<file path="src/tcrt_pkg.sv">
// Shared types, codes and helpers for the texture cache residency tracker.
`default_nettype none

package tcrt_pkg;

    localparam int NUM_UNITS_DEF = 8;

    localparam int CODE_W = 3;
    localparam int OFFSET_W = 15;
    localparam int BASE_W = 20;
    localparam int SIZE_W = 25;
    localparam int TEX_DIM_W = 11;
    localparam int AREA_W = 2 * TEX_DIM_W;
    localparam int NEED_W = AREA_W + 5;
    localparam int MASK_W = 8;
    localparam int IN_TDATA_W = 64;
    localparam int OUT_TDATA_W = 8;

    localparam logic [2:0] OP_SET_EVEN = 3'd0;
    localparam logic [2:0] OP_SET_ODD = 3'd1;
    localparam logic [2:0] OP_OTHER = 3'd2;
    localparam logic [2:0] OP_INV_ALL = 3'd3;
    localparam logic [2:0] OP_BIND = 3'd4;
    localparam logic [2:0] OP_FINALIZE = 3'd5;
    localparam logic [2:0] OP_QUERY = 3'd6;

    localparam logic [1:0] ST_INVALID = 2'd0;
    localparam logic [1:0] ST_VALID = 2'd1;
    localparam logic [1:0] ST_CACHED = 2'd2;

    localparam logic [CODE_W-1:0] CODE_32K = 3'd3;
    localparam logic [CODE_W-1:0] CODE_128K = 3'd4;
    localparam logic [CODE_W-1:0] CODE_512K = 3'd5;

    localparam logic [SIZE_W-1:0] SIZE_32K = SIZE_W'(32 * 1024);
    localparam logic [SIZE_W-1:0] SIZE_128K = SIZE_W'(128 * 1024);
    localparam logic [SIZE_W-1:0] SIZE_512K = SIZE_W'(512 * 1024);
    localparam logic [SIZE_W-1:0] SIZE_UNIT = SIZE_W'(512);

    typedef struct packed {
        logic [CODE_W-1:0] width_code;
        logic [CODE_W-1:0] height_code;
        logic [BASE_W-1:0] base;
        logic [SIZE_W-1:0] size;
    } bank_t;

    typedef struct packed {
        bank_t even;
        bank_t odd;
    } entry_t;

    function automatic logic [SIZE_W-1:0] bank_size(input logic [CODE_W-1:0] w,
                                                    input logic [CODE_W-1:0] h);
        logic [CODE_W:0] sh;
        logic [SIZE_W-1:0] sz;
        sh = {1'b0, w} + {1'b0, h};
        sz = SIZE_UNIT << sh;
        if (w == h && w == CODE_32K) begin
            sz = SIZE_32K;
        end else if (w == h && w == CODE_128K) begin
            sz = SIZE_128K;
        end else if (w == h && w == CODE_512K) begin
            sz = SIZE_512K;
        end
        return sz;
    endfunction

    function automatic logic ranges_overlap(input bank_t a, input bank_t b);
        logic [SIZE_W:0] end_a;
        logic [SIZE_W:0] end_b;
        logic hit;
        end_a = (SIZE_W + 1)'(a.base) + (SIZE_W + 1)'(a.size);
        end_b = (SIZE_W + 1)'(b.base) + (SIZE_W + 1)'(b.size);
        hit = (a.base <= b.base && end_a > (SIZE_W + 1)'(b.base)) ||
              (b.base <= a.base && end_b > (SIZE_W + 1)'(a.base));
        return (a.size != '0) && (b.size != '0) && hit;
    endfunction

    function automatic logic units_overlap(input entry_t a, input entry_t b);
        return ranges_overlap(a.even, b.even) || ranges_overlap(a.even, b.odd) ||
               ranges_overlap(a.odd, b.even) || ranges_overlap(a.odd, b.odd);
    endfunction

endpackage

`default_nettype wire

</file>
<file path="src/texture_cache_residency_tracker_top.sv">
// Top level of the texture cache residency tracker.
`default_nettype none

// Tracks, per texture unit, two bank settings in a unit table with one write
// port and one registered read port (one entry per unit) and a status of
// invalid, valid or cached. One transaction in gives one transaction out with
// the addressed unit's status after the operation. Query, other-write and
// invalidate-all go from idle straight to the output state; bank writes and
// bind pass through a table read, then modify and write back. Finalize steps
// through the units one table read per cycle. One transaction is in work at
// a time; a finished result waits in the output register while the next
// transaction is accepted.
module texture_cache_residency_tracker_top
    import tcrt_pkg::*;
#(
    parameter int NUM_UNITS = NUM_UNITS_DEF
) (
    input  wire                     aclk,
    input  wire                     aresetn,
    // opcode[2:0], unit[5:3], cache_width_code[8:6], cache_height_code[11:9],
    // tmem_offset[26:12], tex_width[37:27], tex_height[48:38], mipmapped[49],
    // wide_texel[50], used_mask[58:51], zero[63:59]
    input  wire [IN_TDATA_W-1:0]    s_axis_tdata,
    input  wire                     s_axis_tvalid,
    output logic                    s_axis_tready,
    // unit_state[1:0], is_cached[2], is_valid[3], zero[7:4]
    output logic [OUT_TDATA_W-1:0]  m_axis_tdata,
    output logic                    m_axis_tvalid,
    input  wire                     m_axis_tready
);

    localparam int UW = $clog2(NUM_UNITS);
    localparam logic [UW-1:0] LAST_UNIT = UW'(NUM_UNITS - 1);

    typedef enum logic [5:0] {
        S_IDLE      = 6'b000001,
        S_RMW       = 6'b000010,
        S_FIN_I     = 6'b000100,
        S_FIN_SELF  = 6'b001000,
        S_FIN_PAIR  = 6'b010000,
        S_OUT       = 6'b100000
    } state_t;

    logic [2:0]           in_op;
    logic [2:0]           in_unit;
    logic [CODE_W-1:0]    in_cw;
    logic [CODE_W-1:0]    in_ch;
    logic [OFFSET_W-1:0]  in_off;
    logic [TEX_DIM_W-1:0] in_tw;
    logic [TEX_DIM_W-1:0] in_th;
    logic                 in_mip;
    logic                 in_wide;
    logic [MASK_W-1:0]    in_mask;
    logic [AREA_W-1:0]    in_area;
    logic [UW-1:0]        in_addr;
    logic                 in_ok;
    logic                 accept;

    state_t               state_reg, state_next;
    logic [2:0]           op_reg;
    logic [UW-1:0]        addr_reg;
    logic                 ok_reg;
    logic [CODE_W-1:0]    cw_reg;
    logic [CODE_W-1:0]    ch_reg;
    logic [OFFSET_W-1:0]  off_reg;
    logic                 mip_reg;
    logic                 wide_reg;
    logic [MASK_W-1:0]    mask_reg;
    logic [NEED_W-1:0]    need_reg;
    logic [NUM_UNITS-1:0] used_vec;

    logic [UW-1:0]        i_reg, i_next;
    logic [UW-1:0]        j_reg, j_next;
    entry_t               ent_i_reg, ent_i_next;

    entry_t               mem [NUM_UNITS];
    entry_t               mem_rd_reg;
    logic                 rd_valid_reg;
    entry_t               rd_ent;
    logic [UW-1:0]        rd_addr;
    logic                 wr_en;
    entry_t               wr_data;
    logic [NUM_UNITS-1:0] vld_reg;

    logic [1:0]           stat_reg [NUM_UNITS];
    logic [1:0]           stat_next [NUM_UNITS];

    logic                 out_load;
    logic [1:0]           out_state;
    logic                 m_tvalid_reg;
    logic [OUT_TDATA_W-1:0] m_tdata_reg;

    assign in_op   = s_axis_tdata[2:0];
    assign in_unit = s_axis_tdata[5:3];
    assign in_cw   = s_axis_tdata[8:6];
    assign in_ch   = s_axis_tdata[11:9];
    assign in_off  = s_axis_tdata[26:12];
    assign in_tw   = s_axis_tdata[37:27];
    assign in_th   = s_axis_tdata[48:38];
    assign in_mip  = s_axis_tdata[49];
    assign in_wide = s_axis_tdata[50];
    assign in_mask = s_axis_tdata[58:51];

    assign in_area = AREA_W'(in_tw) * AREA_W'(in_th);
    assign in_addr = UW'(in_unit);
    assign in_ok   = 32'(in_unit) < NUM_UNITS;

    assign s_axis_tready = (state_reg == S_IDLE);
    assign accept = s_axis_tvalid && s_axis_tready;
    assign used_vec = NUM_UNITS'(mask_reg);
    assign rd_ent = rd_valid_reg ? mem_rd_reg : '0;

    always_ff @(posedge aclk) begin
        if (accept) begin
            op_reg   <= in_op;
            addr_reg <= in_addr;
            cw_reg   <= in_cw;
            ch_reg   <= in_ch;
            off_reg  <= in_off;
            mip_reg  <= in_mip;
            wide_reg <= in_wide;
            mask_reg <= in_mask;
            need_reg <= {in_area, 5'b0};
        end
        i_reg     <= i_next;
        j_reg     <= j_next;
        ent_i_reg <= ent_i_next;
    end

    always_ff @(posedge aclk) begin
        if (!aresetn) begin
            ok_reg <= 1'b0;
        end else if (accept) begin
            ok_reg <= in_ok;
        end
    end

    always_ff @(posedge aclk) begin
        if (wr_en) begin
            mem[addr_reg] <= wr_data;
        end
        mem_rd_reg   <= mem[rd_addr];
        rd_valid_reg <= vld_reg[rd_addr];
    end

    always_ff @(posedge aclk) begin
        if (!aresetn) begin
            vld_reg <= '0;
        end else if (wr_en) begin
            vld_reg[addr_reg] <= 1'b1;
        end
    end

    always_comb begin
        logic [SIZE_W-1:0] even_sz;
        logic [SIZE_W-1:0] odd_sz;
        logic              fits;
        entry_t            upd;

        state_next = state_reg;
        i_next     = i_reg;
        j_next     = j_reg;
        ent_i_next = ent_i_reg;
        rd_addr    = in_addr;
        wr_en      = 1'b0;
        out_load   = 1'b0;
        for (int k = 0; k < NUM_UNITS; k++) begin
            stat_next[k] = stat_reg[k];
        end

        even_sz = bank_size(rd_ent.even.width_code, rd_ent.even.height_code);
        odd_sz  = '0;
        if (mip_reg || wide_reg) begin
            odd_sz = bank_size(rd_ent.odd.width_code, rd_ent.odd.height_code);
        end
        fits = (need_reg <= NEED_W'(even_sz)) &&
               (!(mip_reg || wide_reg) || need_reg <= NEED_W'(odd_sz));

        upd = rd_ent;
        unique case (op_reg)
            OP_SET_EVEN: begin
                upd.even.width_code  = cw_reg;
                upd.even.height_code = ch_reg;
                upd.even.base        = {off_reg, 5'b0};
                upd.even.size        = '0;
            end
            OP_SET_ODD: begin
                upd.odd.width_code  = cw_reg;
                upd.odd.height_code = ch_reg;
                upd.odd.base        = {off_reg, 5'b0};
                upd.odd.size        = '0;
            end
            OP_BIND: begin
                upd.even.size = mip_reg ? {even_sz[SIZE_W-2:0], 1'b0} : even_sz;
                upd.odd.size  = (mip_reg && wide_reg) ? {odd_sz[SIZE_W-2:0], 1'b0} : odd_sz;
            end
            default: begin
            end
        endcase
        wr_data = upd;

        unique case (state_reg)
            S_IDLE: begin
                if (accept) begin
                    unique case (in_op)
                        OP_INV_ALL: begin
                            for (int k = 0; k < NUM_UNITS; k++) begin
                                stat_next[k] = ST_INVALID;
                            end
                            state_next = S_OUT;
                        end
                        OP_FINALIZE: begin
                            i_next     = '0;
                            state_next = S_FIN_I;
                        end
                        OP_OTHER: begin
                            if (in_ok) begin
                                stat_next[in_addr] = ST_INVALID;
                            end
                            state_next = S_OUT;
                        end
                        OP_SET_EVEN, OP_SET_ODD, OP_BIND: begin
                            state_next = in_ok ? S_RMW : S_OUT;
                        end
                        default: begin
                            state_next = S_OUT;
                        end
                    endcase
                end
            end
            S_RMW: begin
                wr_en = 1'b1;
                if (op_reg == OP_BIND) begin
                    stat_next[addr_reg] = fits ? ST_CACHED : ST_VALID;
                end else begin
                    stat_next[addr_reg] = ST_INVALID;
                end
                state_next = S_OUT;
            end
            S_FIN_I: begin
                rd_addr = i_reg;
                if (used_vec[i_reg]) begin
                    state_next = S_FIN_SELF;
                end else if (i_reg == LAST_UNIT) begin
                    state_next = S_OUT;
                end else begin
                    i_next = i_reg + 1'b1;
                end
            end
            S_FIN_SELF: begin
                ent_i_next = rd_ent;
                if (ranges_overlap(rd_ent.even, rd_ent.odd)) begin
                    stat_next[i_reg] = ST_VALID;
                end
                rd_addr    = '0;
                j_next     = '0;
                state_next = S_FIN_PAIR;
            end
            S_FIN_PAIR: begin
                if (j_reg != i_reg && stat_reg[i_reg] != ST_INVALID &&
                    stat_reg[j_reg] != ST_INVALID && units_overlap(ent_i_reg, rd_ent)) begin
                    stat_next[i_reg] = ST_VALID;
                    stat_next[j_reg] = ST_VALID;
                end
                rd_addr = j_reg + 1'b1;
                j_next  = j_reg + 1'b1;
                if (j_reg == LAST_UNIT) begin
                    if (i_reg == LAST_UNIT) begin
                        state_next = S_OUT;
                    end else begin
                        i_next     = i_reg + 1'b1;
                        state_next = S_FIN_I;
                    end
                end
            end
            S_OUT: begin
                if (!m_tvalid_reg || m_axis_tready) begin
                    out_load   = 1'b1;
                    state_next = S_IDLE;
                end
            end
            default: begin
                state_next = S_IDLE;
            end
        endcase
    end

    always_ff @(posedge aclk) begin
        if (!aresetn) begin
            state_reg <= S_IDLE;
            for (int k = 0; k < NUM_UNITS; k++) begin
                stat_reg[k] <= ST_INVALID;
            end
        end else begin
            state_reg <= state_next;
            for (int k = 0; k < NUM_UNITS; k++) begin
                stat_reg[k] <= stat_next[k];
            end
        end
    end

    assign out_state = ok_reg ? stat_reg[addr_reg] : ST_INVALID;

    always_ff @(posedge aclk) begin
        if (!aresetn) begin
            m_tvalid_reg <= 1'b0;
        end else if (out_load) begin
            m_tvalid_reg <= 1'b1;
        end else if (m_axis_tready) begin
            m_tvalid_reg <= 1'b0;
        end
    end

    always_ff @(posedge aclk) begin
        if (out_load) begin
            m_tdata_reg <= {4'b0, out_state != ST_INVALID, out_state == ST_CACHED, out_state};
        end
    end

    assign m_axis_tvalid = m_tvalid_reg;
    assign m_axis_tdata  = m_tdata_reg;

endmodule

`default_nettype wire
</file>
<file path="config.mk">
export PLATFORM = sky130hd
export DESIGN_NAME = texture_cache_residency_tracker_top
export DESIGN_NICKNAME = d
export VERILOG_FILES = /design/src/tcrt_pkg.sv /design/src/texture_cache_residency_tracker_top.sv
export SDC_FILE = /design/constraint.sdc
export NUM_CORES = 2
export LEC_CHECK = 0
export ABC_AREA = 1
export BUFFER_PORTS_ARGS = -buffer_cell sky130_fd_sc_hd__buf_2
export CAP_MARGIN = 20
export CORE_MARGIN = 4
export CORE_UTILIZATION = 60
export DETAILED_ROUTE_END_ITERATION = 7
export PLACE_DENSITY = 0.73
export SYNTH_ARGS = -nofsm -noshare
export SYNTH_HDL_FRONTEND = slang
export SYNTH_SLANG_ARGS = --single-unit
</file>
<file path="constraint.sdc">
create_clock -name aclk -period 6.55 [get_ports aclk]
set_clock_uncertainty 0.1 [all_clocks]
set_input_delay 0.9825 -clock aclk [delete_from_list [all_inputs] [get_ports aclk]]
set_output_delay 0.9825 -clock aclk [all_outputs]
set_load 0.02 [all_outputs]
</file>
# [Yosys cells after proc, flatten, opt, wreduce, memory -nomap -nowiden]
# Memory sizes are Yosys's and may differ from the RTL's. A register that Yosys moved wholly into a read port is not among the register bits.
# Index checks and enable logic that the tools add are counted.
[word_totals] reg_bits=176 ramBits=832 in_bits=68 out_inout_bits=10 memories=2
[op_classes] add_sub_neg=8 multipliers=1 magnitude_cmp=34 eq_ne=31 shifts=2 muxes=73 bitwise_logic=23 n_reduce_logical=65
[memory_table] name="mem" depth=8 width=102 rd=1 rd_clocked_by_memory_dff=1 write_ports=1 line="texture_cache_residency_tracker_top.sv:76" source="entry_t mem [NUM_UNITS];"
[memory_table] name="stat_reg" depth=8 width=2 rd=11 rd_clocked_by_memory_dff=3 write_ports=8 line="texture_cache_residency_tracker_top.sv:85" source="logic [1:0] stat_reg [NUM_UNITS];"
[op_table] operator="26-bit by 20-bit > comparator with 1-bit output" n=10
[op_table] operator="25-bit 2-to-1 mux" n=9
[op_table] operator="20-bit less-or-equal comparator" n=10
[op_table] operator="20-bit by 25-bit adder with 26-bit output" n=4
[op_table] operator="102-bit 2-to-1 mux" n=1
[op_table] operator="25-bit one-hot mux with 2 select lines" n=2
[op_table] operator="25-bit nonzero test" n=4
[op_table] operator="16-bit 2-to-1 mux" n=4
[op_table] operator="16-bit one-hot mux with 4 select lines" n=1
[op_table] operator="27-bit by 25-bit less-or-equal comparator with 1-bit output" n=2
[op_table] operator="26-bit 2-to-1 mux" n=2
[op_table] operator="10-bit by 4-bit left shift with 25-bit output (first input constant)" n=2
[op_table] operator="1-bit logical AND" n=37
[op_table] operator="6-bit 2-to-1 mux" n=6
[op_table] operator="6-bit one-hot mux with 6 select lines" n=1
[op_table] operator="16-bit AND" n=2
[op_table] operator="16-bit inverter" n=2
[op_table] operator="16-bit one-hot mux with 2 select lines" n=1
[op_table] operator="2-bit 2-to-1 mux" n=14
[op_table] operator="3-bit equality test (second input constant)" n=9
[op_table] operator="2-bit demux with 3-bit select" n=4
[op_table] operator="3-bit 2-to-1 mux" n=8
[op_table] operator="8-bit bitwise OR" n=3
[op_table] operator="11-bit by 11-bit multiplier with 22-bit output" n=1
[op_table] operator="other kinds (39)" n=98

# [Longest topological paths before layout]
[logic_depth] ltp_word=15 ltp_mapped=41 mapped_depth_nobuf=33

# [Worst setup path after synthesis]
# No wires, ideal clock.
[synth_timing] kind="input -> register" startpoint="input s_axis_tdata[42]" endpoint="register need_reg[25], data pin" setup_time_ps=260 arrival_time_ps=5748 required_ps=6190 slack_ps=442 path_stages=21 path_buffers=1 cell_sequence="clkbuf_1 nand2_1 fa_1 inv_1 fa_1 inv_1 fa_1 inv_1 fa_1 fa_1 ha_1 nand2_1 o21ai_0 a21boi_0 o21ai_0 a21boi_0 o21ai_0 nand2_1 a21oi_1 nor2_1 xor2_1"
[synth_via] elab_chain_cells=1
[synth_rtl] item="start, declared" line="texture_cache_residency_tracker_top.sv:23" source="input wire [IN_TDATA_W-1:0] s_axis_tdata,"
[synth_rtl] item="11-bit by 11-bit multiplier with 22-bit output" line="texture_cache_residency_tracker_top.sv:104" source="assign in_area = AREA_W'(in_tw) * AREA_W'(in_th);"
[synth_rtl] item="named net in_area[20]" line="texture_cache_residency_tracker_top.sv:54" source="logic [AREA_W-1:0] in_area;"
[synth_rtl] item="end signal, assigned" line="texture_cache_residency_tracker_top.sv:123" source="need_reg <= {in_area, 5'b0};"
[synth_rtl] item="end, declared" line="texture_cache_residency_tracker_top.sv:69" source="logic [NEED_W-1:0] need_reg;"
# The timed path passes the listed nets, and every way through them passes these cells.
# A chain may end at the register's enable or synchronous reset.

==> flow_summary.json <==
{
  "status": "finished, violations left",
  "violations": "DRC",
  "rsz0062_at_grt": "no",
  "slew_violations": 0,
  "syn_to_final_growth_pct": 10.1,
  "grt_start_max_net_pins": 148,
  "track_usage_pct": 33.4,
  "finalSetupViolCount": 0,
  "timing.rr.start": "rd_valid_reg",
  "grt_pass1_wl_um": 273000,
  "yosysTopAreaCell": "edfxtp_1",
  "reg2reg_depth": 34,
  "holdCritStartpoint": "s_axis_tdata[8]",
  "vias_per_cell": 6.03,
  "ios": 78,
  "path_max_fanout": 17,
  "power_density_nw_per_um2": 286,
  "cp_data_arrival_time_ns": 6.55,
  "grt_pass1_vias": 45100,
  "routedWlPerCell_um": 22.9,
  "finalCriticalPeriod_ns": 6.02,
  "post_cts_resized": 0,
  "r2r_end": "stat_reg[5][1]",
  "drc_errors": 2,
  "die_h_um": 329,
  "drt-initial-drc-count": 5106,
  "p_seq_share_pct": 42.8,
  "final_layout_size_suffix_gt1_share_pct": 9.31,
  "yosysTopAreaCellShare_pct": 47.3,
  "timing.final.crit_share_pct": 91.9,
  "slowest_delay_ns": 0.62,
  "vdd_drop_max_uv": 306,
  "cp_common_cell": "nand2_1",
  "worstSetupPathDepth": 34,
  "tightest_slew_ns": 1.16,
  "avgSynthCellArea_sq_um": 9.60,
  "startpoint": "rd_valid_reg",
  "synthTopCellsByCount": "nand2_1 (1093), edfxtp_1 (975), nor2_1 (885)",
  "cts.sinks": 1119,
  "insertion_delay_ns": 0.73,
  "critical_path_class": "flip-flop to flip-flop",
  "critical_path.slowest_cell": "dfxtp_4",
  "drt_wl_total_um": 183000,
  "port_buffers": 68,
  "synth_cells": 6455,
  "swShare_pct": 30.0,
  "yosys-top-cells-area": "edfxtp_1 (47%), ha_1 (8.9%), nand2_1 (6.6%)",
  "ys_warn_count": 0,
  "clk_pin_slew_ns": 0.07,
  "drtPass1Iterations": 8,
  "hold_slack_ns": 0.328,
  "post-synth-top-count-cell": "nand2_1",
  "clockRootBuffer": "clkbuf_16",
  "cp-start-kind": "flip-flop",
  "endpoint": "stat_reg[5][1]",
  "power_w": 0.0195,
  "ff2ff_setup_slack_ns": 0.53,
  "p_switching_w": 0.00586,
  "syn_area_sq_um": 62000,
  "ys_seq_area_share_pct": 51.9,
  "ys_async_sr_fraction_pct": 0,
  "cts_buffers": 110,
  "synthDistinctLibCells": 74,
  "antenna_left": 0,
  "vias": 48200,
  "ctsLongestPathBuffers": 3,
  "gp_congestion": 1.02,
  "synth_edf_count": 975,
  "cts_hold_buf": 0,
  "cts_setup_buffers": 0,
  "cts_tree": "yes",
  "antenna_found_initial": 3,
  "synthFlopType": "edfxtp_1",
  "setup_tns_ns": 0,
  "die_area_sq_um": 108000,
  "max_freq_mhz": 166,
  "cts.htree.levels": 3,
  "pwr-share-comb_pct": 22.3,
  "end_kind": "flip-flop",
  "clkPwrFrac_pct": 34.8,
  "core_sq_um": 102000,
  "required_ns": 7.08,
  "relSlewSlack_pct": 22.5,
  "largest_reg_flops": 816,
  "die_width_um": 329,
  "final_nets": 7122,
  "grt_overflow": 0,
  "dp.final_hpwl_um": 127000,
  "hp-class": "primary input to flip-flop",
  "hold_viol": 0,
  "cpLargestDelayFamily": "simple AND/OR/NAND/NOR gates",
  "rows": 117,
  "timing.max_cap.violations": 0,
  "power_leakage_nw": 28.3,
  "start_util_pct": 60.6,
  "synth-seq-cells": 1119,
  "cp.buffers_inverters": 5,
  "p_int_w": 0.0137
}
## worst min-delay path by stage
stage / end / slack [ns] / cells after the start
6_report: cw_reg[2] / 0.33 / 1
5_1_grt: off_reg[11] / 0.30 / 1
4_1_cts: off_reg[4] / 0.29 / 1
3_5_place_dp: vld_reg[1] / 0.36 / 2
3_3_place_gp: vld_reg[1] / 0.34 / 2
2_1_floorplan: vld_reg[1] / 0.33 / 2
## logic make-up after synthesis
family / share of synthesized area [%]
buffers and inverters: 5.85
other: 0.00605
XOR/XNOR: 1.23
AO/OA/AOI/OAI: 11.4
AND/OR/NAND/NOR: 18.0
adder cells (fa/ha/maj): 11.7
flip-flops: 51.9
## stage by stage
step           area (sq um)  utilization [%]  worst slack (ns)  std cells
3_5_place_dp          64200             62.8             0.112       7782
5_1_grt               68200             66.7             0.185       7993
2_1_floorplan         62000                -             0.442       6458
3_3_place_gp          64200             62.8             0.112       7782
4_1_cts               68200             66.7             0.704       7992
6_report              68200             66.7             0.531       7994
## layout make-up
cell class,count,area (sq um)
fill,8142,34000
sequential,1119,32200
multi-input combinational,4415,26300
clock buffer,150,3100
inverter,686,2590
tap,1368,1710
timing repair buffer,195,1480
clock inverter,60,858
antenna,1,2.50
## placed cells by master (no fill, tap or decap), types with 34 or more instances in the layout
cell type,instances
dfxtp_1,143
xnor2_1,49
nor3_1,89
o211ai_1,115
nand2_1,1093
ha_1,441
nand2_2,35
o21ai_0,462
nand4_1,92
inv_1,664
o22ai_1,114
a21oi_1,253
edfxtp_1,975
clkbuf_16,111
fa_1,86
buf_2,68
o221ai_1,34
nor2_1,875
xor2_1,38
or2_2,106
a31oi_1,124
nand3_1,197
buf_4,112
## metal layers
metal	up-vias	GRT usage, %	wire, um
li1	22500	-	-
met1	23000	46.7	74300
met2	2261	52.2	82000
met3	417	6.27	18600
met4	0	12.9	8140
met5	-	0	0
## power groups by stage
stage / logic, W / registers, W / clock network (W)
final: 0.00436 / 0.00836 / 0.00680
after detailed placement: 0.00427 / 0.00850 / 0
after floorplan: 0.00305 / 0.00841 / 0
after global routing: 0.00488 / 0.00836 / 0.00717
after global placement: 0.00417 / 0.00850 / 0
after CTS: 0.00430 / 0.00835 / 0.00685
No activity file was read; power rests on OpenSTA's default activity.
